--- src/sv/bm25s_pkg.sv ---
// ----------------------------------------------------------------------------
// BM25 scorer package
// Shared widths, register indexes, reset values and interface structs of the
// BM25 document scorer.
// ----------------------------------------------------------------------------
`default_nettype none

package bm25s_pkg;

    // Register file
    localparam int CFG_IDX_W  = 8;
    localparam int CFG_DATA_W = 24;

    localparam logic [CFG_IDX_W-1:0] CFG_K1  = 8'd0;
    localparam logic [CFG_IDX_W-1:0] CFG_B   = 8'd1;
    localparam logic [CFG_IDX_W-1:0] CFG_K3  = 8'd2;
    localparam logic [CFG_IDX_W-1:0] CFG_AVG = 8'd3;

    localparam logic [15:0] K1_RESET  = 16'd6144;
    localparam logic [15:0] B_RESET   = 16'd24576;
    localparam logic [15:0] K3_RESET  = 16'd1000;
    localparam logic [23:0] AVG_RESET = 24'd256;

    // Fixed-point constants
    localparam logic [15:0] B_ONE  = 16'd32768;
    localparam logic [16:0] K1_ONE = 17'd4096;

    // Score accumulator
    localparam int SCORE_W = 40;
    localparam int ADD_W   = 37;
    localparam logic [SCORE_W-1:0] SCORE_MAX = {SCORE_W{1'b1}};

    // Shared divider
    localparam int DIV_DW = 46;
    localparam int DIV_LW = 40;
    localparam int STEP_W = 6;
    localparam logic [STEP_W-1:0] R_STEPS   = 6'd40;
    localparam logic [STEP_W-1:0] TFW_STEPS = 6'd21;
    localparam logic [STEP_W-1:0] QW_STEPS  = 6'd24;

    typedef struct packed {
        logic [15:0] k1;
        logic [15:0] b;
        logic [15:0] k3;
        logic [23:0] avg;
    } t_cfg;

    typedef struct packed {
        logic [15:0] doc_length;
        logic [15:0] term_freq;
        logic [7:0]  query_freq;
        logic [23:0] term_weight;
        logic        last;
    } t_item;

    typedef struct packed {
        logic               valid;
        logic [SCORE_W-1:0] score;
        logic               ovf;
    } t_res;

    typedef struct packed {
        logic              start;
        logic [DIV_DW-1:0] rem_init;
        logic [DIV_LW-1:0] low;
        logic [DIV_DW-1:0] den;
        logic [STEP_W-1:0] steps;
    } t_div_req;

    typedef struct packed {
        logic              done;
        logic [DIV_LW-1:0] quo;
    } t_div_rsp;

endpackage

`default_nettype wire

--- src/sv/bm25_document_scorer.sv ---
// ----------------------------------------------------------------------------
// BM25 document scorer
// Accumulates Okapi BM25 term contributions of one document and emits its
// saturating Q24.16 score on the term marked last.
// ----------------------------------------------------------------------------
// Usage:
// Each input transaction carries one matched query term of a document. The
// input channel is taken when i_in_valid is high and o_in_stall is low. A
// term with nonzero term and query frequency goes from the idle state that
// takes the transaction through the multiplier and sequencer states and three
// uses of the shared one-bit-per-cycle divider to one accumulate state before
// the next transaction is accepted; a term with a zero frequency goes from
// the idle state straight to the accumulate state.
// On a term marked last the score is placed in the output register in the
// cycle the term finishes; o_out_valid then holds with a stable payload
// until a cycle with i_out_stall low. A new term is accepted while a result
// waits; a further last term waits in its final step until the register
// frees. The configuration port is always ready; the user must write it only
// while the block is idle, which the block itself does not enforce. Reset
// restores the default k1, b, k3 and average length, clears the running
// score and the saturation flag, and empties the output register.
// ----------------------------------------------------------------------------
`default_nettype none

module bm25_document_scorer import bm25s_pkg::*; #(
    parameter int DOC_ID_WIDTH = 32
) (
    input  wire logic                    i_clk,
    input  wire logic                    i_rst_n,
    input  wire logic                    i_cfg_valid,
    output logic                         o_cfg_ready,
    input  wire logic [CFG_IDX_W-1:0]    i_cfg_index,
    input  wire logic [CFG_DATA_W-1:0]   i_cfg_data,
    input  wire logic                    i_in_valid,
    output logic                         o_in_stall,
    input  wire logic [DOC_ID_WIDTH-1:0] i_doc_id,
    input  wire logic [15:0]             i_doc_length,
    input  wire logic [15:0]             i_term_freq,
    input  wire logic [7:0]              i_query_freq,
    input  wire logic [23:0]             i_term_weight,
    input  wire logic                    i_last,
    output logic                         o_out_valid,
    input  wire logic                    i_out_stall,
    output logic [DOC_ID_WIDTH-1:0]      o_doc_id_out,
    output logic [SCORE_W-1:0]           o_score,
    output logic                         o_overflowed
);

    t_cfg                    r_cfg;
    logic                    r_out_valid;
    logic [DOC_ID_WIDTH-1:0] r_out_id;
    logic [SCORE_W-1:0]      r_out_score;
    logic                    r_out_ovf;

    t_item                   item;
    t_res                    res;
    logic [DOC_ID_WIDTH-1:0] res_id;
    logic                    idle;
    logic                    accept;
    logic                    res_ready;

    assign item.doc_length  = i_doc_length;
    assign item.term_freq   = i_term_freq;
    assign item.query_freq  = i_query_freq;
    assign item.term_weight = i_term_weight;
    assign item.last        = i_last;

    assign o_in_stall  = !idle;
    assign accept      = i_in_valid && !o_in_stall;
    assign res_ready   = !r_out_valid || !i_out_stall;
    assign o_cfg_ready = 1'b1;

    bm25s_core #(
        .DOC_ID_WIDTH (DOC_ID_WIDTH)
    ) u_core (
        .i_clk       (i_clk),
        .i_rst_n     (i_rst_n),
        .i_cfg       (r_cfg),
        .i_start     (accept),
        .i_doc_id    (i_doc_id),
        .i_item      (item),
        .i_res_ready (res_ready),
        .o_idle      (idle),
        .o_res       (res),
        .o_doc_id    (res_id)
    );

    always_ff @(posedge i_clk) begin
        if (!i_rst_n) begin
            r_cfg.k1  <= K1_RESET;
            r_cfg.b   <= B_RESET;
            r_cfg.k3  <= K3_RESET;
            r_cfg.avg <= AVG_RESET;
        end else if (i_cfg_valid && o_cfg_ready) begin
            unique case (i_cfg_index)
                CFG_K1:  r_cfg.k1  <= i_cfg_data[15:0];
                CFG_B:   r_cfg.b   <= i_cfg_data[15:0];
                CFG_K3:  r_cfg.k3  <= i_cfg_data[15:0];
                CFG_AVG: r_cfg.avg <= i_cfg_data;
                default: ;
            endcase
        end
    end

    always_ff @(posedge i_clk) begin
        if (!i_rst_n) begin
            r_out_valid <= 1'b0;
        end else if (res.valid) begin
            r_out_valid <= 1'b1;
        end else if (!i_out_stall) begin
            r_out_valid <= 1'b0;
        end
    end

    always_ff @(posedge i_clk) begin
        if (res.valid) begin
            r_out_id    <= res_id;
            r_out_score <= res.score;
            r_out_ovf   <= res.ovf;
        end
    end

    assign o_out_valid  = r_out_valid;
    assign o_doc_id_out = r_out_id;
    assign o_score      = r_out_score;
    assign o_overflowed = r_out_ovf;

endmodule

`default_nettype wire

--- src/sv/bm25s_div.sv ---
// ----------------------------------------------------------------------------
// BM25 scorer divider
// Restoring divider, one quotient bit per cycle, with a preloaded partial
// remainder so that a narrow quotient takes only as many steps as its width.
// ----------------------------------------------------------------------------
`default_nettype none

module bm25s_div import bm25s_pkg::*; (
    input  wire logic     i_clk,
    input  wire logic     i_rst_n,
    input  wire t_div_req i_req,
    output t_div_rsp      o_rsp
);

    logic              r_busy;
    logic [STEP_W-1:0] r_cnt;
    logic [DIV_DW-1:0] r_rem;
    logic [DIV_DW-1:0] r_den;
    logic [DIV_LW-1:0] r_sh;

    logic [DIV_DW:0]   rem_sh;
    logic [DIV_DW:0]   diff;
    logic              fits;

    // The preloaded remainder is below the divisor, so every step keeps it so.
    assign rem_sh = {r_rem, r_sh[DIV_LW-1]};
    assign fits   = rem_sh >= {1'b0, r_den};
    assign diff   = rem_sh - {1'b0, r_den};

    always_ff @(posedge i_clk) begin
        if (!i_rst_n) begin
            r_busy <= 1'b0;
            r_cnt  <= '0;
        end else if (i_req.start) begin
            r_busy <= 1'b1;
            r_cnt  <= i_req.steps;
        end else if (r_busy) begin
            r_cnt <= r_cnt - STEP_W'(1);
            if (r_cnt == STEP_W'(1)) begin
                r_busy <= 1'b0;
            end
        end
    end

    always_ff @(posedge i_clk) begin
        if (i_req.start) begin
            r_rem <= i_req.rem_init;
            r_den <= i_req.den;
            r_sh  <= i_req.low;
        end else if (r_busy) begin
            r_rem <= fits ? diff[DIV_DW-1:0] : rem_sh[DIV_DW-1:0];
            r_sh  <= {r_sh[DIV_LW-2:0], fits};
        end
    end

    assign o_rsp.done = r_busy && (r_cnt == STEP_W'(1));
    assign o_rsp.quo  = r_sh;

endmodule

`default_nettype wire

--- src/sv/bm25s_core.sv ---
// ----------------------------------------------------------------------------
// BM25 scorer core
// Sequencer around one shared multiplier and the shared divider, computing one
// term's BM25 contribution and adding it to the saturating document score.
// ----------------------------------------------------------------------------
`default_nettype none

module bm25s_core import bm25s_pkg::*; #(
    parameter int DOC_ID_WIDTH = 32
) (
    input  wire logic                    i_clk,
    input  wire logic                    i_rst_n,
    input  wire t_cfg                    i_cfg,
    input  wire logic                    i_start,
    input  wire logic [DOC_ID_WIDTH-1:0] i_doc_id,
    input  wire t_item                   i_item,
    input  wire logic                    i_res_ready,
    output logic                         o_idle,
    output t_res                         o_res,
    output logic [DOC_ID_WIDTH-1:0]      o_doc_id
);

    typedef enum logic [15:0] {
        S_IDLE   = 16'b0000_0000_0000_0001,
        S_MUL_P  = 16'b0000_0000_0000_0010,
        S_MUL_Q  = 16'b0000_0000_0000_0100,
        S_DIV_R  = 16'b0000_0000_0000_1000,
        S_MUL_BL = 16'b0000_0000_0001_0000,
        S_MUL_BH = 16'b0000_0000_0010_0000,
        S_NORM   = 16'b0000_0000_0100_0000,
        S_MUL_KL = 16'b0000_0000_1000_0000,
        S_MUL_KH = 16'b0000_0001_0000_0000,
        S_DEN    = 16'b0000_0010_0000_0000,
        S_DIV_T  = 16'b0000_0100_0000_0000,
        S_QGO    = 16'b0000_1000_0000_0000,
        S_DIV_Q  = 16'b0001_0000_0000_0000,
        S_MUL_T  = 16'b0010_0000_0000_0000,
        S_MUL_A  = 16'b0100_0000_0000_0000,
        S_ACCUM  = 16'b1000_0000_0000_0000
    } t_state;

    t_state                  r_state;
    t_state                  n_state;

    t_item                   r_item;
    logic [DOC_ID_WIDTH-1:0] r_id;
    logic                    r_skip;
    logic [63:0]             r_prod;
    logic [32:0]             r_p;
    logic [24:0]             r_q;
    logic [47:0]             r_acc;
    logic [40:0]             r_norm;
    logic [20:0]             r_tfw;
    logic [SCORE_W-1:0]      r_sum;
    logic                    r_sat;

    t_div_req                div_req;
    t_div_rsp                div_rsp;

    logic [15:0]             b_eff;
    logic [23:0]             avg_eff;
    logic [16:0]             k1p;
    logic [16:0]             k3p;
    logic [16:0]             qden;
    logic [55:0]             norm_sum;
    logic [56:0]             kn;
    logic [DIV_DW-1:0]       den;
    logic [ADD_W-1:0]        add;
    logic [SCORE_W:0]        sum_ext;
    logic [SCORE_W-1:0]      sum_new;
    logic                    sat_new;
    logic                    zero_term;
    logic                    acc_go;
    logic                    mul_en;
    logic [31:0]             mul_a;
    logic [31:0]             mul_b;

    bm25s_div u_div (
        .i_clk   (i_clk),
        .i_rst_n (i_rst_n),
        .i_req   (div_req),
        .o_rsp   (div_rsp)
    );

    assign b_eff   = (i_cfg.b > B_ONE) ? B_ONE : i_cfg.b;
    assign avg_eff = (i_cfg.avg == '0) ? 24'd1 : i_cfg.avg;
    assign k1p     = {1'b0, i_cfg.k1} + K1_ONE;
    assign k3p     = {1'b0, i_cfg.k3} + 17'd1;
    assign qden    = 17'(r_item.query_freq) + {1'b0, i_cfg.k3};

    assign zero_term = (i_item.term_freq == '0) || (i_item.query_freq == '0);

    // norm = ((1 - b) + b * dl / avgdl) in Q.16, built from two partial products.
    assign norm_sum = 56'({B_ONE - b_eff, 16'b0}) + 56'(r_acc) + {r_prod[23:0], 32'b0};
    assign kn       = 57'(r_acc) + {r_prod[24:0], 32'b0};
    assign den      = DIV_DW'({r_item.term_freq, 16'b0}) + DIV_DW'(kn[56:12]);

    assign add     = r_skip ? '0 : r_prod[52:16];
    assign sum_ext = {1'b0, r_sum} + (SCORE_W+1)'(add);
    assign sum_new = sum_ext[SCORE_W] ? SCORE_MAX : sum_ext[SCORE_W-1:0];
    assign sat_new = r_sat | sum_ext[SCORE_W];
    assign acc_go  = (r_state == S_ACCUM) && (!r_item.last || i_res_ready);

    always_comb begin
        mul_en = 1'b1;
        mul_a  = '0;
        mul_b  = '0;
        unique case (r_state)
            S_MUL_P: begin
                mul_a = 32'(r_item.term_freq);
                mul_b = 32'(k1p);
            end
            S_MUL_Q: begin
                mul_a = 32'(r_item.query_freq);
                mul_b = 32'(k3p);
            end
            S_MUL_BL: begin
                mul_a = 32'(b_eff);
                mul_b = div_rsp.quo[31:0];
            end
            S_MUL_BH: begin
                mul_a = 32'(b_eff);
                mul_b = 32'(div_rsp.quo[39:32]);
            end
            S_MUL_KL: begin
                mul_a = 32'(i_cfg.k1);
                mul_b = r_norm[31:0];
            end
            S_MUL_KH: begin
                mul_a = 32'(i_cfg.k1);
                mul_b = 32'(r_norm[40:32]);
            end
            S_MUL_T: begin
                mul_a = 32'(r_item.term_weight);
                mul_b = 32'(r_tfw);
            end
            S_MUL_A: begin
                mul_a = 32'(r_prod[44:16]);
                mul_b = 32'(div_rsp.quo[23:0]);
            end
            default: begin
                mul_en = 1'b0;
            end
        endcase
    end

    always_comb begin
        div_req.start    = 1'b0;
        div_req.rem_init = '0;
        div_req.low      = {r_item.doc_length, 24'b0};
        div_req.den      = DIV_DW'(avg_eff);
        div_req.steps    = R_STEPS;
        unique case (r_state)
            S_MUL_Q: begin
                div_req.start = 1'b1;
            end
            S_DEN: begin
                div_req.start    = 1'b1;
                div_req.rem_init = DIV_DW'(r_p[32:1]);
                div_req.low      = {r_p[0], 39'b0};
                div_req.den      = den;
                div_req.steps    = TFW_STEPS;
            end
            S_QGO: begin
                div_req.start    = 1'b1;
                div_req.rem_init = DIV_DW'(r_q[24:8]);
                div_req.low      = {r_q[7:0], 32'b0};
                div_req.den      = DIV_DW'(qden);
                div_req.steps    = QW_STEPS;
            end
            default: begin
                div_req.start = 1'b0;
            end
        endcase
    end

    always_comb begin
        n_state = r_state;
        unique case (r_state)
            S_IDLE:   if (i_start) n_state = zero_term ? S_ACCUM : S_MUL_P;
            S_MUL_P:  n_state = S_MUL_Q;
            S_MUL_Q:  n_state = S_DIV_R;
            S_DIV_R:  if (div_rsp.done) n_state = S_MUL_BL;
            S_MUL_BL: n_state = S_MUL_BH;
            S_MUL_BH: n_state = S_NORM;
            S_NORM:   n_state = S_MUL_KL;
            S_MUL_KL: n_state = S_MUL_KH;
            S_MUL_KH: n_state = S_DEN;
            S_DEN:    n_state = S_DIV_T;
            S_DIV_T:  if (div_rsp.done) n_state = S_QGO;
            S_QGO:    n_state = S_DIV_Q;
            S_DIV_Q:  if (div_rsp.done) n_state = S_MUL_T;
            S_MUL_T:  n_state = S_MUL_A;
            S_MUL_A:  n_state = S_ACCUM;
            S_ACCUM:  if (acc_go) n_state = S_IDLE;
            default:  n_state = S_IDLE;
        endcase
    end

    always_ff @(posedge i_clk) begin
        if (!i_rst_n) begin
            r_state <= S_IDLE;
            r_sum   <= '0;
            r_sat   <= 1'b0;
        end else begin
            r_state <= n_state;
            if (acc_go) begin
                if (r_item.last) begin
                    r_sum <= '0;
                    r_sat <= 1'b0;
                end else begin
                    r_sum <= sum_new;
                    r_sat <= sat_new;
                end
            end
        end
    end

    always_ff @(posedge i_clk) begin
        if (mul_en) begin
            r_prod <= 64'(mul_a) * 64'(mul_b);
        end
        if ((r_state == S_IDLE) && i_start) begin
            r_item <= i_item;
            r_id   <= i_doc_id;
            r_skip <= zero_term;
        end
        if (r_state == S_MUL_Q) begin
            r_p <= r_prod[32:0];
        end
        // The multiplier is idle during the first division, so the product holds.
        if (r_state == S_DIV_R) begin
            r_q <= r_prod[24:0];
        end
        if ((r_state == S_MUL_BH) || (r_state == S_MUL_KH)) begin
            r_acc <= r_prod[47:0];
        end
        if (r_state == S_NORM) begin
            r_norm <= norm_sum[55:15];
        end
        if (r_state == S_QGO) begin
            r_tfw <= div_rsp.quo[20:0];
        end
    end

    assign o_idle      = (r_state == S_IDLE);
    assign o_res.valid = (r_state == S_ACCUM) && r_item.last && i_res_ready;
    assign o_res.score = sum_new;
    assign o_res.ovf   = sat_new;
    assign o_doc_id    = r_id;

endmodule

`default_nettype wire

--- config.mk ---
export PLATFORM = sky130hd
export DESIGN_NAME = bm25_document_scorer
export DESIGN_NICKNAME = d
export VERILOG_FILES = /design/src/sv/bm25s_pkg.sv /design/src/sv/bm25_document_scorer.sv /design/src/sv/bm25s_div.sv /design/src/sv/bm25s_core.sv
export SDC_FILE = /design/constraint.sdc
export NUM_CORES = 2
export LEC_CHECK = 0
export BUFFER_PORTS_ARGS = -buffer_cell sky130_fd_sc_hd__buf_4
export CORE_MARGIN = 4
export CORE_UTILIZATION = 70
export CTS_BUF_LIST = sky130_fd_sc_hd__clkbuf_16
export DETAILED_ROUTE_END_ITERATION = 16
export PLACE_DENSITY = 0.88
export REMOVE_ABC_BUFFERS = 1
export SYNTH_ARGS = -nofsm -noshare
export SYNTH_HDL_FRONTEND = slang
export SYNTH_SLANG_ARGS = --single-unit
export TNS_END_PERCENT = 5
--- constraint.sdc ---
create_clock -name i_clk -period 13.7 [get_ports i_clk]
set_clock_uncertainty 0.1 [all_clocks]
set_input_delay 0.685 -clock i_clk [delete_from_list [all_inputs] [get_ports i_clk]]
set_output_delay 0.685 -clock i_clk [all_outputs]
set_load 0.005 [all_outputs]
==> reports/results.ini <==
[sta]
rsz0062_at_grt=false
finalHoldViolCount=0
timing.slew.headroom_pct=12.3
fin_crit_ns=11.83
setup_tns_ns=0
final_max_slew_viol_count=0
fmax_mhz=84.6
setup_violations=0
fin_hold_ws_ns=0.110
finalCritPeriodShare_pct=86.3
max_slew.worst_pin.slew_ns=1.31

[cells_and_area]
drive_gt1_share_pct=8.05
areaGrowthSynthToFinish_pct=8.77
final_util_pct=77.2
final_nets=7579
fin_area_um2=66100

[die]
die_w_um=303
fp.coreArea_um2=85700
rows=107
initial_utilization_pct=71.0
pin_count=210
die_area_um2=91600
chipHeight_um=303

[synthesis]
yosysUniqueCellTypes=101
synth_flop_cell=edfxtp_1
synth_edf_count=512
synth_warnings=0
synthCells=6135
netlist_top_cells_area=fa_1 26%, edfxtp_1 25%, ha_1 7.0%
synth_top_area_share_pct=25.8
syn_area_um2=60800
ys_seq_elements=649
async_reset_ff_share_pct=0
seq_area_frac_synth_pct=29.8
synth_largest_area_cell=fa_1
avgSynthCellArea_um2=9.91

[setup_path]
startpoint_type=flip-flop
worstPathRequired_ns=13.99
critical_path_class=reg -> reg
worst_path_max_delay_cell=a211o_1
arrival_ns=12.11
max_stage_delay_ns=0.84
crit_fanout=19
path_common_cell=fa_1
critical_path.endpoint_type=flip-flop
reg2regPathDepth=31

[drt]
wl_met2_um=89000
highest_layer=met5
wire_per_inst_um=27.3
drc=0
via_per_inst=6.60
first_iter_violations=6865
route.met3.wl_um=30400
drt-total-wl_um=206000
met1Wirelength_um=65500
ant_nets=0
first_pass_iters=9
num_vias=49800

[clock_network]
post_cts_buffers=0
clock-sinks=649
h-tree-depth=3
cts-root-buf=clkbuf_16
clk-insertion-delay-late_ns=0.65
cts.repair.resized=0
ctsHoldBuffers=0
clk_pin_slew_ns=0.06
cts_tree=done
clk_path_buf_depth=3
cts_buffers=71

[placement]
hpwlAfterDp_um=152000
post_dp_cell_area_um2=63800
place.gp.congestion=1.05
portBuffers=208

[grt]
grt_pass1_wl_um=304000
gr-usage-all-layers_pct=45.1
first_global_vias=50600
antenna_found_initial=14
grt_max_degree=81
overflow=0

[pwr]
p_leak_uw=0.0298
p_per_area_nw_per_um2=83.0
ir_worst_vdd_v=0.000131
total_power_uw=5490

[min_path]
hold_depth=1
hp-class=in -> reg

[job]
max_cap_violations=0

[status]
status=finished, final reports clean

[worst paths after layout]
path	startpoint	to	slack, ns
max	u_core.r_state[1]$_SDFFE_PN0P_	u_core.r_prod[51]$_DFFE_PP_	1.87
min	i_term_weight[3]	u_core.r_item[4]$_DFFE_PP_	0.11
max reg2reg	u_core.r_state[1]$_SDFFE_PN0P_	u_core.r_prod[51]$_DFFE_PP_	1.87
min reg2reg	u_core.o_doc_id[11]$_DFFE_PP_	o_doc_id_out[11]$_DFFE_PP_	0.31
[final cells by class]
| type | count | area, µm² |
|---|---|---|
| Clock buffer | 73 | 1830 |
| Timing Repair Buffer | 323 | 2420 |
| Inverter | 949 | 3560 |
| Clock inverter | 58 | 443 |
| Sequential cell | 649 | 18100 |
| Fill cell | 5549 | 19600 |
| Tap cell | 1144 | 1430 |
| Multi-Input combinational cell | 4324 | 38300 |
| Antenna cell | 17 | 42.5 |
[placed cells by master, fill, tap and decap left out, types with 24 or more instances in the layout]
cell type	n
xor2_1	84
a31oi_1	24
clkbuf_16	73
o21bai_1	37
o21ai_0	151
o21a_1	40
a22oi_1	88
mux2i_1	71
nor2_1	590
conb_1	69
a21boi_0	47
a21o_1	93
and3_1	28
buf_4	323
nor3_1	43
nand2b_1	52
and2_1	57
nor2b_1	99
ha_1	342
a21oi_1	185
fa_1	785
a22o_1	83
nand2_1	743
nand3_1	73
xnor2_1	151
dfxtp_1	137
inv_1	955
nand4_1	44
edfxtp_1	512
[per-stage QoR]
step / cells / setup WS [ns]
floorplan: 5922 / 2.12
global placement: 7389 / 2.48
detailed placement: 7389 / 2.20
CTS: 7520 / 2.16
global route: 7520 / 1.41
finish: 7537 / 1.87
[power breakdown]
group | switching (µW) | internal [µW] | total (µW) | leakage [µW]
Clock | 857 | 1040 | 1900 | 0.00114
Sequential | 74.4 | 2240 | 2310 | 0.00576
Combinational | 771 | 505 | 1280 | 0.0229
Total | 1700 | 3780 | 5490 | 0.0298
[critical path, delay by kind of cell, from the launching register on]
family,cells,cell delay (ns)
AOI/OAI and AO/OA,7,2.70
and+or+nand+nor,10,3.12
buffers and inverters,4,0.50
DFF,1,0.38
xor gates and xnor gates,1,0.09
adders and majority gates,9,4.63
[cell families after synthesis]
logic type / count (synthesis) / synth area share, %
and+or+nand+nor: 1850 / 13.6
buffers and inverters: 1229 / 8.04
adders and majority gates: 1127 / 32.9
AOI/OAI and AO/OA: 968 / 11.1
DFF: 649 / 29.8
xor gates and xnor gates: 235 / 3.39
muxes: 75 / 1.24
other: 2 / 0.0124
[per-layer routing]
layer / global-route usage (%) / vias to the layer above
met3: 16.0 / 1245
met5: 0 / -
met4: 34.5 / 4
met1: 53.4 / 24000
met2: 67.8 / 4059
li1: - / 20500
[synthesized netlist by cell type, types with 40 or more instances]
cell	n
inv_1	945
fa_1	785
nand2_1	743
nor2_1	591
edfxtp_1	512
ha_1	342
a21oi_1	186
clkbuf_1	155
o21ai_0	152
xnor2_1	151
dfxtp_1	137
nor2b_1	99
a21o_1	94
a22oi_1	88
buf_2	86
xor2_1	84
a22o_1	83
nand3_1	75
mux2i_1	71
and2_1	57
nand2b_1	52
a21boi_0	47
nand4_1	44
nor3_1	44
o21a_1	40
[flip-flops by register name, indices dropped and copies added, names as in the netlist]
name                 cells
u_core.r_p              33
u_core.o_doc_id         32
u_core.r_item           65
o_score                 40
u_core.u_div.r_rem      46
u_core.u_div.r_sh       40
u_core.r_norm           41
o_overflowed             1
u_core.r_sat             1
u_core.u_div.r_den      46
u_core.r_state          16
u_core.u_div.r_cnt       6
u_core.r_q              25
o_out_valid              1
u_core.r_tfw            21
u_core.r_sum            40
u_core.r_acc            36
u_core.r_prod           53
o_doc_id_out            32
u_core.r_skip            1
r_cfg                   72
u_core.u_div.r_busy      1
Power figures use the tool's default switching activity.
